**src/rtl/llss_pkg.sv**
```systemverilog
// ---------------------------------------------------------------------------
// llss_pkg
// Shared constants and types of the spin step unit.
// ---------------------------------------------------------------------------
`default_nettype none

package llss_pkg;

    localparam int SPIN_WIDTH_DEF  = 16;
    localparam int FIELD_WIDTH_DEF = 24;

    localparam int INT_FRAC = 14;
    localparam int S_W      = INT_FRAC + 2;
    localparam int GAIN_W   = 32;
    localparam int PAD_W    = 64;
    localparam int LZ_W     = 6;
    localparam int NORM_W   = 30;
    localparam int SQ_W     = 2 * NORM_W;
    localparam int SUM_W    = SQ_W + 2;
    localparam int ROOT_W   = SUM_W / 2;
    localparam int REM_W    = ROOT_W + 2;

    localparam int Q_DEPTH  = 4;
    localparam int Q_PTR_W  = $clog2(Q_DEPTH);

    localparam int CFG_IDX_W = 1;

    typedef enum logic [CFG_IDX_W-1:0] {
        REG_PREC_GAIN = 1'b0,
        REG_DAMP_GAIN = 1'b1
    } t_cfg_idx;

    typedef struct packed {
        logic full;
        logic empty;
    } t_q_status;

endpackage

`default_nettype wire

```
**src/rtl/llss_front.sv**
```systemverilog
// ---------------------------------------------------------------------------
// llss_front
// Input side: clamps the spin to unit range, brings it to Q2.14 and queues.
// ---------------------------------------------------------------------------
`default_nettype none

module llss_front #(
    parameter int SPIN_WIDTH  = llss_pkg::SPIN_WIDTH_DEF,
    parameter int FIELD_WIDTH = llss_pkg::FIELD_WIDTH_DEF
) (
    input  wire logic                          i_valid,
    input  wire logic signed [SPIN_WIDTH-1:0]  i_spin_x,
    input  wire logic signed [SPIN_WIDTH-1:0]  i_spin_y,
    input  wire logic signed [SPIN_WIDTH-1:0]  i_spin_z,
    input  wire logic signed [FIELD_WIDTH-1:0] i_field_x,
    input  wire logic signed [FIELD_WIDTH-1:0] i_field_y,
    input  wire logic signed [FIELD_WIDTH-1:0] i_field_z,
    input  llss_pkg::t_q_status                i_q_status,
    output logic                               o_stall,
    output logic                               o_push,
    output logic [3*llss_pkg::S_W+3*FIELD_WIDTH-1:0] o_item
);
    import llss_pkg::*;

    localparam int SF   = SPIN_WIDTH - 2;
    localparam int SH_L = (SF < INT_FRAC) ? INT_FRAC - SF : 0;
    localparam int SH_R = (SF > INT_FRAC) ? SF - INT_FRAC : 0;
    localparam int W_W  = SPIN_WIDTH + SH_L;
    localparam logic [SPIN_WIDTH-1:0] LIM = {2'b01, {SF{1'b0}}};

    function automatic logic signed [S_W-1:0] spin_in(
        input logic signed [SPIN_WIDTH-1:0] s
    );
        logic [SPIN_WIDTH-1:0] m;
        logic [W_W-1:0]        w;
        logic [S_W-2:0]        m15;
        if (s > $signed(LIM) || s < -$signed(LIM)) begin
            m = LIM;
        end else if (s < 0) begin
            m = -s;
        end else begin
            m = s;
        end
        w   = (W_W'(m) << SH_L) >> SH_R;
        m15 = (S_W-1)'(w);
        return (s < 0) ? -$signed({1'b0, m15}) : $signed({1'b0, m15});
    endfunction

    assign o_stall = i_q_status.full;
    assign o_push  = i_valid && !i_q_status.full;
    assign o_item  = {spin_in(i_spin_x), spin_in(i_spin_y), spin_in(i_spin_z),
                      i_field_x, i_field_y, i_field_z};

endmodule

`default_nettype wire

```
**config.mk**
```make
export PLATFORM = sky130hd
export DESIGN_NAME = llss_front
export DESIGN_NICKNAME = d
export VERILOG_FILES = /design/src/rtl/llss_pkg.sv /design/src/rtl/llss_front.sv
export SDC_FILE = /design/constraint.sdc
export NUM_CORES = 1
export LEC_CHECK = 0
export ABC_AREA = 1
export BUFFER_PORTS_ARGS = -buffer_cell sky130_fd_sc_hd__buf_2
export CAP_MARGIN = 20
export CORE_MARGIN = 1.5
export CORE_UTILIZATION = 35
export DETAILED_ROUTE_END_ITERATION = 10
export PLACE_DENSITY_LB_ADDON = 0.08
export SYNTH_ARGS = -nofsm -noshare
export SYNTH_HDL_FRONTEND = slang
export SYNTH_SLANG_ARGS = --single-unit
```
**constraint.sdc**
```tcl
create_clock -name vclk -period 1.9
set_clock_uncertainty 0.05 [all_clocks]
set_input_delay 0 -clock vclk [all_inputs]
set_output_delay 0 -clock vclk [all_outputs]
set_load 0.02 [all_outputs]
```
==> flow_summary.yaml <==
floorplanning:
  initial_core_util_pct: 36.54
  die_x_microns: 98.89
  die_h_microns: 98.89
  ios: 245
  rows: 34
  dieArea_sq_um: 9779
  core_area_sq_um: 8806
placed_design:
  dp_hpwl_mm: 7.984
  io_buffers: 100
  dpl_cell_area_sq_um: 3447
  gp_congestion: 0.8255
  pre_cts_ws_ps: 6.769
  dp.cells: 775
final_layout:
  stdcell_area_sq_um: 4523
  layout_common_cells: "nand2_1 (195), buf_2 (87), inv_1 (73)"
  layout_commonest_cell: "nand2_1"
  filler_cell_count: 975
  area_growth_pct: 40.55
  register_area_sq_um: 0
  utilization_pct: 51.36
  nets: 877
  layout.cells.non_filler: 855
  drive_above_1_share_pct: 29.49
  nClkBuffers: 0
  seq_cells: 0
timing:
  period_share_pct: 93.65
  timing.fmax_ghz: 0.5620
  worst_pin_slew_ps: 414.5
  setup_violations: 0
  slew_violations: 0
  final-hold-violation-count: 0
  postLayoutSetupSlackWorst_ps: 120.6
  slew_headroom_pct: 72.13
  period_needed_ps: 1779
synthesis:
  synth_area_sq_um: 3218
  synthesis.nets: 751
  synth_cell_type_count: 28
  seq_area_frac_synth_pct: 0
  yosysTopAreaCellShare_pct: 24.96
  yosysTopAreaCell: "nand2_1"
  synth_area_leaders: "nand2_1 (25%), buf_4 (18%), nand3_1 (9.6%)"
  synthCells: 622
  yosysWarnings: 0
  synth.avg_cell_area_sq_um: 5.174
detailed_routing:
  drt_first_iter_violations: 166
  wl_per_cell_microns: 12.11
  vias: 4083
  wl_mm: 10.36
  dr.pass1.iters: 11
  drc: 18
  postRouteAntennaNets: 0
  viasPerCell: 4.775
critical_path:
  arrival_ps: 1730
  cp_cell_sequence: "buf_2, inv_1, ha_2, buf_4, inv_1, nand2_2, xnor2_4, o31ai_4, nand3_4, o21ai_4, xor2_1, buf_4"
  critPathMaxStageDelay_ps: 310
  worstPathRequired_ps: 1850
  cp_max_fo: 4
  timing.critical_path.to_type: "output pin"
  cp-start-kind: "input pin"
  crit_type: "in2out"
  crit_slowest_cell: "o31ai_4"
hold_path:
  hold_path_class: "in2out"
power_and_ir_drop:
  power.leakage_nw: 2.499
  powerDensity_nw_per_um2: 358.6
  ir_drop_v: 0.0001635
global_routing:
  grtUsageTotal_pct: 19.00
  grt-ovfl-total: 0
  grt_pass1_vias: 3617
  grt_pass1_wl_mm: 15.97
  antenna_found_initial: 1
  grt_start_max_net_pins: 20
run:
  max_cap_violations: 0
run_status:
  outcome: "complete, but fails checks"
  failed_checks: "DRC"
[critical path, delay by kind of cell]
kind / cells / cell delay, ps
adders and majority gates: 1 / 190
and+or+nand+nor: 2 / 220
AOI/OAI and AO/OA: 2 / 490
buffers and inverters: 5 / 500
xor gates and xnor gates: 2 / 340
[synth_stat cells]
cell      count
o21ai_4       3
buf_6         4
nor3_1        3
inv_1        76
clkbuf_1      2
inv_2         3
nand3b_1     10
xnor2_1      14
nand3_1      62
o31ai_1       3
o21bai_1      4
o21ai_1       8
nor2_2        3
o21ai_2       4
nor2_4        2
nand2_1     214
o21ai_0      19
buf_1         1
nand2_2       5
nand3_2       4
xor2_1       16
nand2_4       1
o31ai_2       3
buf_2         4
ha_1          6
buf_4        76
nor2_1       60
nand4_1      12
[logic make-up (layout without fill, tap and decap cells)]
| family | Yosys count | after routing | synth area share, % |
|---|---|---|---|
| and+or+nand+nor | 376 | 377 | 50.58 |
| buffers and inverters | 166 | 289 | 29.32 |
| AOI/OAI and AO/OA | 44 | 44 | 9.604 |
| xor gates and xnor gates | 30 | 30 | 8.165 |
| adders and majority gates | 6 | 6 | 2.333 |
| other | 0 | 1 | 0 |
[stage by stage]
step | setup TNS, ps | total power, mW | hold slack, ps
after global routing | -39.11 | 1.770 | 201.1
final | 0 | 1.622 | 190.1
after global placement | 0 | 1.240 | -49.86
after CTS | 0 | 1.491 | 193.8
after floorplan | 0 | 1.068 | 29.79
after detailed placement | 0 | 1.250 | -49.86
[layer usage]
metal | wire (microns) | vias up | track usage (%)
met4 | 92 | 0 | 1.319
met1 | 4317 | 1793 | 23.54
met5 | 0 | - | 0
met2 | 5322 | 160 | 37.61
met3 | 624 | 4 | 0.5674
li1 | - | 2126 | -
[worst paths after layout]
check,from,endpoint,slack (ps),depth (start not counted)
worst max-delay path,i_spin_x[0],o_item[113],120,12
worst min-delay path,i_q_status[1],o_stall,190,2
[timing repair]
item / 4_1_cts / 5_1_grt
hold endpoints to repair: 72 / 0
gates resized for setup: 2 / 82
hold buffers: 72 / 0
setup buffers: 0 / 6
setup endpoints to repair: 1 / 32
gates cloned: 0 / 1
pin swaps: 2 / 23
[power by group]
part             total [mW]  switching, mW  internal (mW)
logic                  1.62           1.00          0.621
clock network  0.0000000704              0   0.0000000704
registers                 0              0              0
total                  1.62           1.00          0.621
[area by class of cell]
class	instances	area [sq um]	share of cell area, %
Timing Repair Buffer	210	1565	34.61
Inverter	79	299.0	6.611
Tap cell	108	135.1	2.988
Multi-Input combinational cell	457	2521	55.74
Antenna cell	1	2.502	0.05533
(Power assumes the default switching activity.)
