`src/rtl/llss_pkg.sv`:
```
// ---------------------------------------------------------------------------
// llss_pkg
// Shared constants and types of the spin step unit.
// ---------------------------------------------------------------------------
`default_nettype none

package llss_pkg;

    localparam int SPIN_WIDTH_DEF  = 16;
    localparam int FIELD_WIDTH_DEF = 24;

    localparam int INT_FRAC = 14;
    localparam int S_W      = INT_FRAC + 2;
    localparam int GAIN_W   = 32;
    localparam int PAD_W    = 64;
    localparam int LZ_W     = 6;
    localparam int NORM_W   = 30;
    localparam int SQ_W     = 2 * NORM_W;
    localparam int SUM_W    = SQ_W + 2;
    localparam int ROOT_W   = SUM_W / 2;
    localparam int REM_W    = ROOT_W + 2;

    localparam int Q_DEPTH  = 4;
    localparam int Q_PTR_W  = $clog2(Q_DEPTH);

    localparam int CFG_IDX_W = 1;

    typedef enum logic [CFG_IDX_W-1:0] {
        REG_PREC_GAIN = 1'b0,
        REG_DAMP_GAIN = 1'b1
    } t_cfg_idx;

    typedef struct packed {
        logic full;
        logic empty;
    } t_q_status;

endpackage

`default_nettype wire

```
`src/rtl/llss_fifo.sv`:
```
// ---------------------------------------------------------------------------
// llss_fifo
// Short register queue between the front and the back of the spin step unit.
// ---------------------------------------------------------------------------
`default_nettype none

module llss_fifo #(
    parameter int WIDTH = 8
) (
    input  wire logic             i_clk,
    input  wire logic             i_rst_n,
    input  wire logic             i_push,
    input  wire logic [WIDTH-1:0] i_data,
    input  wire logic             i_pop,
    output logic      [WIDTH-1:0] o_data,
    output llss_pkg::t_q_status   o_status
);
    import llss_pkg::*;

    logic [WIDTH-1:0]   r_mem [Q_DEPTH];
    logic [Q_PTR_W-1:0] r_wr_ptr;
    logic [Q_PTR_W-1:0] r_rd_ptr;
    logic [Q_PTR_W:0]   r_count;

    always_ff @(posedge i_clk) begin
        if (i_push) begin
            r_mem[r_wr_ptr] <= i_data;
        end
    end

    always_ff @(posedge i_clk) begin
        if (!i_rst_n) begin
            r_wr_ptr <= '0;
            r_rd_ptr <= '0;
            r_count  <= '0;
        end else begin
            if (i_push) begin
                r_wr_ptr <= r_wr_ptr + 1'b1;
            end
            if (i_pop) begin
                r_rd_ptr <= r_rd_ptr + 1'b1;
            end
            if (i_push && !i_pop) begin
                r_count <= r_count + 1'b1;
            end else if (!i_push && i_pop) begin
                r_count <= r_count - 1'b1;
            end
        end
    end

    assign o_data         = r_mem[r_rd_ptr];
    assign o_status.full  = (r_count == (Q_PTR_W+1)'(Q_DEPTH));
    assign o_status.empty = (r_count == '0);

endmodule

`default_nettype wire

```
`config.mk`:
```
export PLATFORM = sky130hd
export DESIGN_NAME = llss_fifo
export DESIGN_NICKNAME = d
export VERILOG_FILES = /design/src/rtl/llss_pkg.sv /design/src/rtl/llss_fifo.sv
export SDC_FILE = /design/constraint.sdc
export NUM_CORES = 1
export LEC_CHECK = 0
export ABC_CLOCK_PERIOD_IN_PS = 2000
export BUFFER_PORTS_ARGS = -buffer_cell sky130_fd_sc_hd__buf_4
export CORE_MARGIN = 1
export CORE_UTILIZATION = 34
export DETAILED_ROUTE_END_ITERATION = 12
export HOLD_SLACK_MARGIN = 0.05
export PLACE_DENSITY = 0.52
export SKIP_LAST_GASP = 1
export SYNTH_ARGS = -nofsm -noshare
export SYNTH_HDL_FRONTEND = slang
export SYNTH_SLANG_ARGS = --single-unit
```
`constraint.sdc`:
```
create_clock -name i_clk -period 2 [get_ports i_clk]
set_clock_uncertainty 0.05 [all_clocks]
set_input_delay 0.4 -clock i_clk [delete_from_list [all_inputs] [get_ports i_clk]]
set_output_delay 0.4 -clock i_clk [all_outputs]
set_load 0.03 [all_outputs]
```
==> impl_results.md, run 1 <==
* Power Total at 0.00195 W
* 1st-pass router iterations at 8
* Critical Path Source Type: flop
* Crit. End Element: primary output
* #FFs+latches synth at 41
* Number of distinct library cells after synthesis at 19
* Slowest CP cell: mux4_2
* Number of routed nets with antenna violations at 0
* Gr busiest metal: met2
* Vias in the first global route at 838
* GRT met2 Usage at 17.6%
* Routed vias at 776
* Routability cong. at 0.651
* Worst-margin pin slew at 0.431 ns
* Layout cell share with drive strength beyond 1 at 32.7%
* Synth Net Count at 103
* M1 GR Usage at 13.4%
* Netlist Area Pre-Place at 1600 um^2
* Core area at 4440 um^2
* Failing checks: design-rule violations
* Overall global routing resource usage at 11.2%
* Vias/cell at 4.70
* Final-report hold violation count at 0
* Sequential Power Share at 51.6%
* CP Class: flop to primary output
* Switching part of the total at 24.0%
* Post-Synthesis Cells at 85
* Internal Power at 0.00148 W
* Final worst path period share at 96.9%
* Largest net degree at the start of global routing at 14
* Remaining DRCs at 2
* Combinational power share at 15.4%
* Pleak at 0.700 nW
* Cell Area, Placed at 1820 um^2
* Pwr Density at 1010 nW/um^2
* Filler Cells Inserted at 417
* Placed Cells at 157
* FP Rows at 24
* TritonCTS clock tree: done
* Worst Path Arrival at 1.49 ns
* Worst-case vdd ir drop at 0.000375 V
* Top Ports at 22
* Num CTS Buffers at 5
* Clk root buf: clkbuf_8
* Die area at 4990 um^2
* Die height at 70.7 um
* Critical path's largest stage delay at 0.52 ns
* Clock Power Share at 33.0%
* TNS Setup at 0 ns
* Period minus WS final at 1.94 ns
* HP Class: input port to flop
* Initial antenna violation count at 0
* Fin nets at 130
* M3 GR Usage at 3.85%
* Most frequent cells in the layout: edfxtp_1, buf_4, and2_1, dfxtp_1, mux4_2
* Setup violators final at 0
* P_sw at 0.000467 W
* Overflow after GRT at 0
* First-pass GRT wire length at 4000 um
* Max Root-Sink Buffers at 2
* Number of max-cap violations at 0
* Post-Layout Cell Count at 165
* Initial DRC Count at 28
* Hold_buf cts at 0
* WL per Instance at 14.7 um
* DP Wirelength at 1650 um
* Critical-path cell list: buf_6 -> mux4_2 -> buf_4
* Chip width at 70.7 um
* Sequential area share after synthesis at 71.2%
* Commonest non-fill, non-tap cell in the layout: edfxtp_1
* Reg clk slew, reported paths at 0.08 ns
* Worst Path Max Fanout at 8
* Max Fclk at 0.516 GHz
* Final WL at 2430 um
* Avg Cell Area, Syn at 18.9 um^2
* Clk sink count at 41
* Clk_lat worst skew at 0.28 ns
* Post-route design area at 1930 um^2
* Max-slew headroom at 71.2%
* Yosys warnings at 0
* Initial Utilization at 36.1%
* Required time of the critical path at 1.55 ns
* H-Tree Depth at 2
* RSZ-0062 raised after global routing: false
* Area delta synth->final at 20.5%
* Final antenna diode count at 0
* Status: finished with violations
* Fin. max-slew vios at 0
* Port Buffer Count at 21
[final cells by class]
type	count	area [um^2]	share of cell area, %
Sequential cell	41	1140	59.1
Multi-Input combinational cell	38	430	22.3
Timing Repair Buffer	22	169	8.75
Clock buffer	5	68.8	3.56
Tap cell	52	65.1	3.37
Clock inverter	3	41.3	2.14
Inverter	4	15.0	0.778
[registers in the layout, summed over array words and instances, names as in the netlist, named ones only]
signal and count:
r_rd_ptr 2, r_wr_ptr 2, r_mem 32, r_count 3
[metal layers]
layer	wire length (um)	up-vias
met5	0	-
met4	40	0
met3	116	5
met2	1180	14
met1	1090	388
li1	-	369
[cell usage after synthesis]
cell / count / share of area (%)
o21ai_0: 1 / 0.31
inv_1: 4 / 0.94
edfxtp_1: 32 / 60
and2_1: 9 / 3.5
nor3_1: 1 / 0.31
clkbuf_2: 1 / 0.31
a21boi_1: 1 / 0.47
or3_1: 1 / 0.39
dfxtp_1: 9 / 11
nor2b_1: 2 / 0.78
ha_1: 5 / 3.9
mux2i_1: 2 / 1.2
mux4_2: 8 / 11
nand2_1: 1 / 0.23
nor3b_1: 1 / 0.47
xor2_1: 3 / 1.6
buf_6: 1 / 0.70
fa_1: 1 / 1.2
xnor2_1: 2 / 1.1
[path summary, 6_finish.rpt]
check                  start     endpoint  slack [ns]  depth (start not counted)
setup reg to reg  r_count[0]   r_count[2]        0.45                          4
hold / removal     i_data[4]  r_mem[2][4]        0.26                          1
hold reg to reg   r_count[2]   r_count[2]        0.46                          2
setup / recovery        flop    o_data[1]        0.06                          3
[stage by stage]
step | util (%) | hold WS [ns] | setup slack (ns)
after floorplan | - | 0.415 | 0.290
after global routing | 43.4 | 0.247 | 0.00490
final | 43.4 | 0.256 | 0.0613
after global placement | 40.9 | 0.424 | 0.127
after detailed placement | 40.9 | 0.459 | 0.0700
after CTS | 43.4 | 0.251 | 0.00573
[critical path, delay by kind of cell, from the launching register on]
| family | cells | cell delay, ns |
|---|---|---|
| buffers and inverters | 2 | 0.35 |
| muxes | 1 | 0.52 |
| DFF | 1 | 0.33 |
[power by group through the flow]
stage	sequential, W	clock, W	combinational (W)
2_1_floorplan	0.00101	0	0.000205
3_3_place_gp	0.00102	0	0.000294
3_5_place_dp	0.00102	0	0.000302
4_1_cts	0.00100	0.000658	0.000303
5_1_grt	0.00101	0.000693	0.000327
6_report	0.00100	0.000642	0.000299
[what timing repair did]
action | 4_1_cts | 5_1_grt
setup endpoints to repair | 0 | 8
endpoints found under the hold margin | 0 | 0
setup buffers | 0 | 0
resized for setup | 0 | 1
[cell families after synthesis]
| kind of cell | count (synthesis) | synth area share (%) |
|---|---|---|
| multiplexers | 10 | 12.5 |
| buffers and inverters | 6 | 1.95 |
| adder cells (fa/ha/maj) | 6 | 5.15 |
| AO/OA/AOI/OAI | 2 | 0.781 |
| AND/OR/NAND/NOR | 15 | 5.70 |
| flip-flops | 41 | 71.2 |
| XOR/XNOR | 5 | 2.73 |
No activity file was read; power rests on OpenSTA's default activity.
==> run 2, diff against run 1 <==
--- a/config.mk
+++ b/config.mk
@@ -5,14 +5,16 @@
 export SDC_FILE = /design/constraint.sdc
 export NUM_CORES = 1
 export LEC_CHECK = 0
+export ABC_AREA = 1
 export ABC_CLOCK_PERIOD_IN_PS = 2000
 export BUFFER_PORTS_ARGS = -buffer_cell sky130_fd_sc_hd__buf_4
 export CORE_MARGIN = 1
-export CORE_UTILIZATION = 34
+export CORE_UTILIZATION = 50
 export DETAILED_ROUTE_END_ITERATION = 12
 export HOLD_SLACK_MARGIN = 0.05
-export PLACE_DENSITY = 0.52
+export PLACE_DENSITY = 0.71
 export SKIP_LAST_GASP = 1
+export SLEW_MARGIN = 10
 export SYNTH_ARGS = -nofsm -noshare
 export SYNTH_HDL_FRONTEND = slang
 export SYNTH_SLANG_ARGS = --single-unit
==> run 2 against run 1 <==
The flow now finishes without violations. Clock-buffer cell count did not move. Die area decreased by 30%. Clock power is 19% lower. Critical path depth is 1 higher. Sequential share of layout area is 0.26 points higher. Synthesized area is 2.3% higher. Synthesized cell count rose by 58%. Worst hold slack worse by 0.056 ns. Final cell count grew 25%. Register-to-register slack gained 0.18 ns. Sequential power hardly changed. Fmax rose by 2.6%. Largest cell class unchanged.
==> impl_results.md, run 2 <==
* Synth Net Count at 152
* Max-slew headroom at 72.1%
* Sequential Power Share at 55.6%
* Clk root buf: clkbuf_4
* Yosys top cell area share at 58.6%
* Core area at 3080 um^2
* Layout cell share with drive strength beyond 1 at 22.7%
* TritonCTS clock tree: done
* Initial antenna violation count at 0
* Cell Area, Placed at 1840 um^2
* Register with the highest flop count: r_mem
* H-Tree Depth at 2
* Metal-1 WL at 1320 um
* P_sw at 0.000458 W
* Biggest area consumer among synthesized cells: edfxtp_1
* Num CTS Buffers at 5
* Switching part of the total at 25.8%
* DP Wirelength at 1950 um
* FP Rows at 20
* HP Class: input port to flop
* Max reg flops at 32
* Largest regs: r_mem (32), r_count (3)
* Most frequent cells in the layout: edfxtp_1, buf_4, nor2_1, o21ai_0, inv_1
* Remaining DRCs at 0
* Status: complete, no violations
* Fin. max-slew vios at 0
* Area delta synth->final at 17.4%
* Final antenna diode count at 0
* Yosys warnings at 0
* 1st-pass router iterations at 4
* Setup violators final at 0
* Internal Power at 0.00132 W
* Required time of the critical path at 1.55 ns
* Pleak at 0.768 nW
* Final-report hold violation count at 0
* Routability cong. at 0.786
* Avg Cell Area, Syn at 12.2 um^2
* Most frequent cell after synthesis: edfxtp_1
* Vias/cell at 4.94
* Initial Utilization at 53.3%
* Overall global routing resource usage at 19.1%
* Met3 routed WL at 107 um
* Max Fclk at 0.529 GHz
* Die area at 3510 um^2
* Fin nets at 180
* Reg clk slew, reported paths at 0.12 ns
* Number of distinct library cells after synthesis at 18
* Worst-case vdd ir drop at 0.000492 V
* Pwr Density at 924 nW/um^2
* Max Root-Sink Buffers at 2
* Clock Power Share at 29.4%
* TNS Setup at 0 ns
* First-pass GRT wire length at 4730 um
* Worst Path Arrival at 1.44 ns
* Post-synth EDFFs at 32
* Clk sink count at 41
* Combinational power share at 15.0%
* CP Class: flop to primary output
* Largest cells by area after synthesis: edfxtp_1, dfxtp_1, o21ai_0, nor2_1, ha_1
* Met2 routed WL at 1370 um
* Post-cts gate resize count at 0
* Period minus WS final at 1.89 ns
* #FFs+latches synth at 41
* Die height at 59.3 um
* Hold_buf cts at 0
* Synth cell count leaders: edfxtp_1, nor2_1, o21ai_0
* Routed vias at 1,023
* Top Ports at 22
* Sequential area share after synthesis at 69.6%
* Critical Path Source Type: flop
* RSZ-0062 raised after global routing: false
* Chip width at 59.3 um
* Port Buffer Count at 21
* Post-route design area at 1920 um^2
* Final worst path period share at 94.5%
* Overflow after GRT at 0
* Netlist Area Pre-Place at 1640 um^2
* Vias in the first global route at 1,025
* Synth Flop Type: edfxtp_1
* Worst-margin pin slew at 0.417 ns
* Commonest non-fill, non-tap cell in the layout: edfxtp_1
* Number of max-cap violations at 0
* Max layer used: met4
* Post-Synthesis Cells at 134
* Crit. End Element: primary output
* Clk_lat worst skew at 0.34 ns
* Largest net degree at the start of global routing at 17
* Number of routed nets with antenna violations at 0
* WL per Instance at 13.8 um
* Worst Path Max Fanout at 16
* Async SR Flop Fraction at 0%
* Post-CTS setup buffers at 0
* Final WL at 2850 um
* Initial DRC Count at 68
## run 2: changes by cell type after synthesis, sizes merged, moves of 2 or more
cell / change
nand2: +8
mux4: -8
o21ai: +21
a21oi: +4
nor2: +21
xor2: -3
and2: -9
o22ai: +8
mux2i: -2
inv: +13
nor2b: -2
xnor2: -2
## run 2: final timing paths
check         startpoint     endpoint  slack, ns  cells after the start
max                 flop    o_data[1]       0.11                      4
min reg2reg  r_rd_ptr[1]         flop       0.40                      1
min            i_data[4]  r_mem[3][4]       0.20                      1
max reg2reg  r_wr_ptr[0]  r_mem[0][5]       0.63                      4
## run 2: logic make-up after synthesis
| family | after synthesis | synth area share (%) |
|---|---|---|
| flip-flops | 41 | 69.6 |
| AO/OA/AOI/OAI | 34 | 11.5 |
| AND/OR/NAND/NOR | 34 | 8.63 |
| buffers and inverters | 19 | 5.27 |
| adder cells (fa/ha/maj) | 6 | 5.04 |
## run 2: final cells by class
type                            count  area (um^2)
Fill cell                         262         1150
Sequential cell                    41         1140
Multi-Input combinational cell     74          412
Timing Repair Buffer               23          173
Inverter                           17         63.8
Tap cell                           44         55.1
Clock inverter                      3         41.3
Clock buffer                        5         37.5
## run 2: per-stage QoR
stage          util (%)  cells  setup slack [ns]  hold WS (ns)  power, W
3_5_place_dp       59.9    199             0.304         0.382   0.00127
5_1_grt            62.5    207           0.00404         0.187   0.00185
2_1_floorplan         -    134             0.413         0.362   0.00117
6_report           62.5    207             0.110         0.199   0.00178
3_3_place_gp       59.9    199             0.391         0.396   0.00126
4_1_cts            62.5    207            0.0557         0.188   0.00179
## run 2: power by group through the flow
stage               clock network [W]  logic, W  registers, W
floorplan                           0  0.000169       0.00100
detailed placement                  0  0.000267       0.00101
finish                       0.000523  0.000266      0.000988
global placement                    0  0.000259       0.00101
CTS                          0.000536  0.000268      0.000988
global route                 0.000561  0.000295      0.000993
## run 2: worst max-delay path, cell delays in order (launching register included)
cell and delay, ns:
dfxtp_1 0.35, inv_2 0.25, nor2_1 0.07, o22ai_1 0.22, buf_4 0.20
## run 2: layer usage
layer | vias up | track usage (%)
li1 | 520 | -
met1 | 479 | 26.1
met2 | 19 | 28.6
met3 | 5 | 4.80
met4 | 0 | 9.18
met5 | - | 0
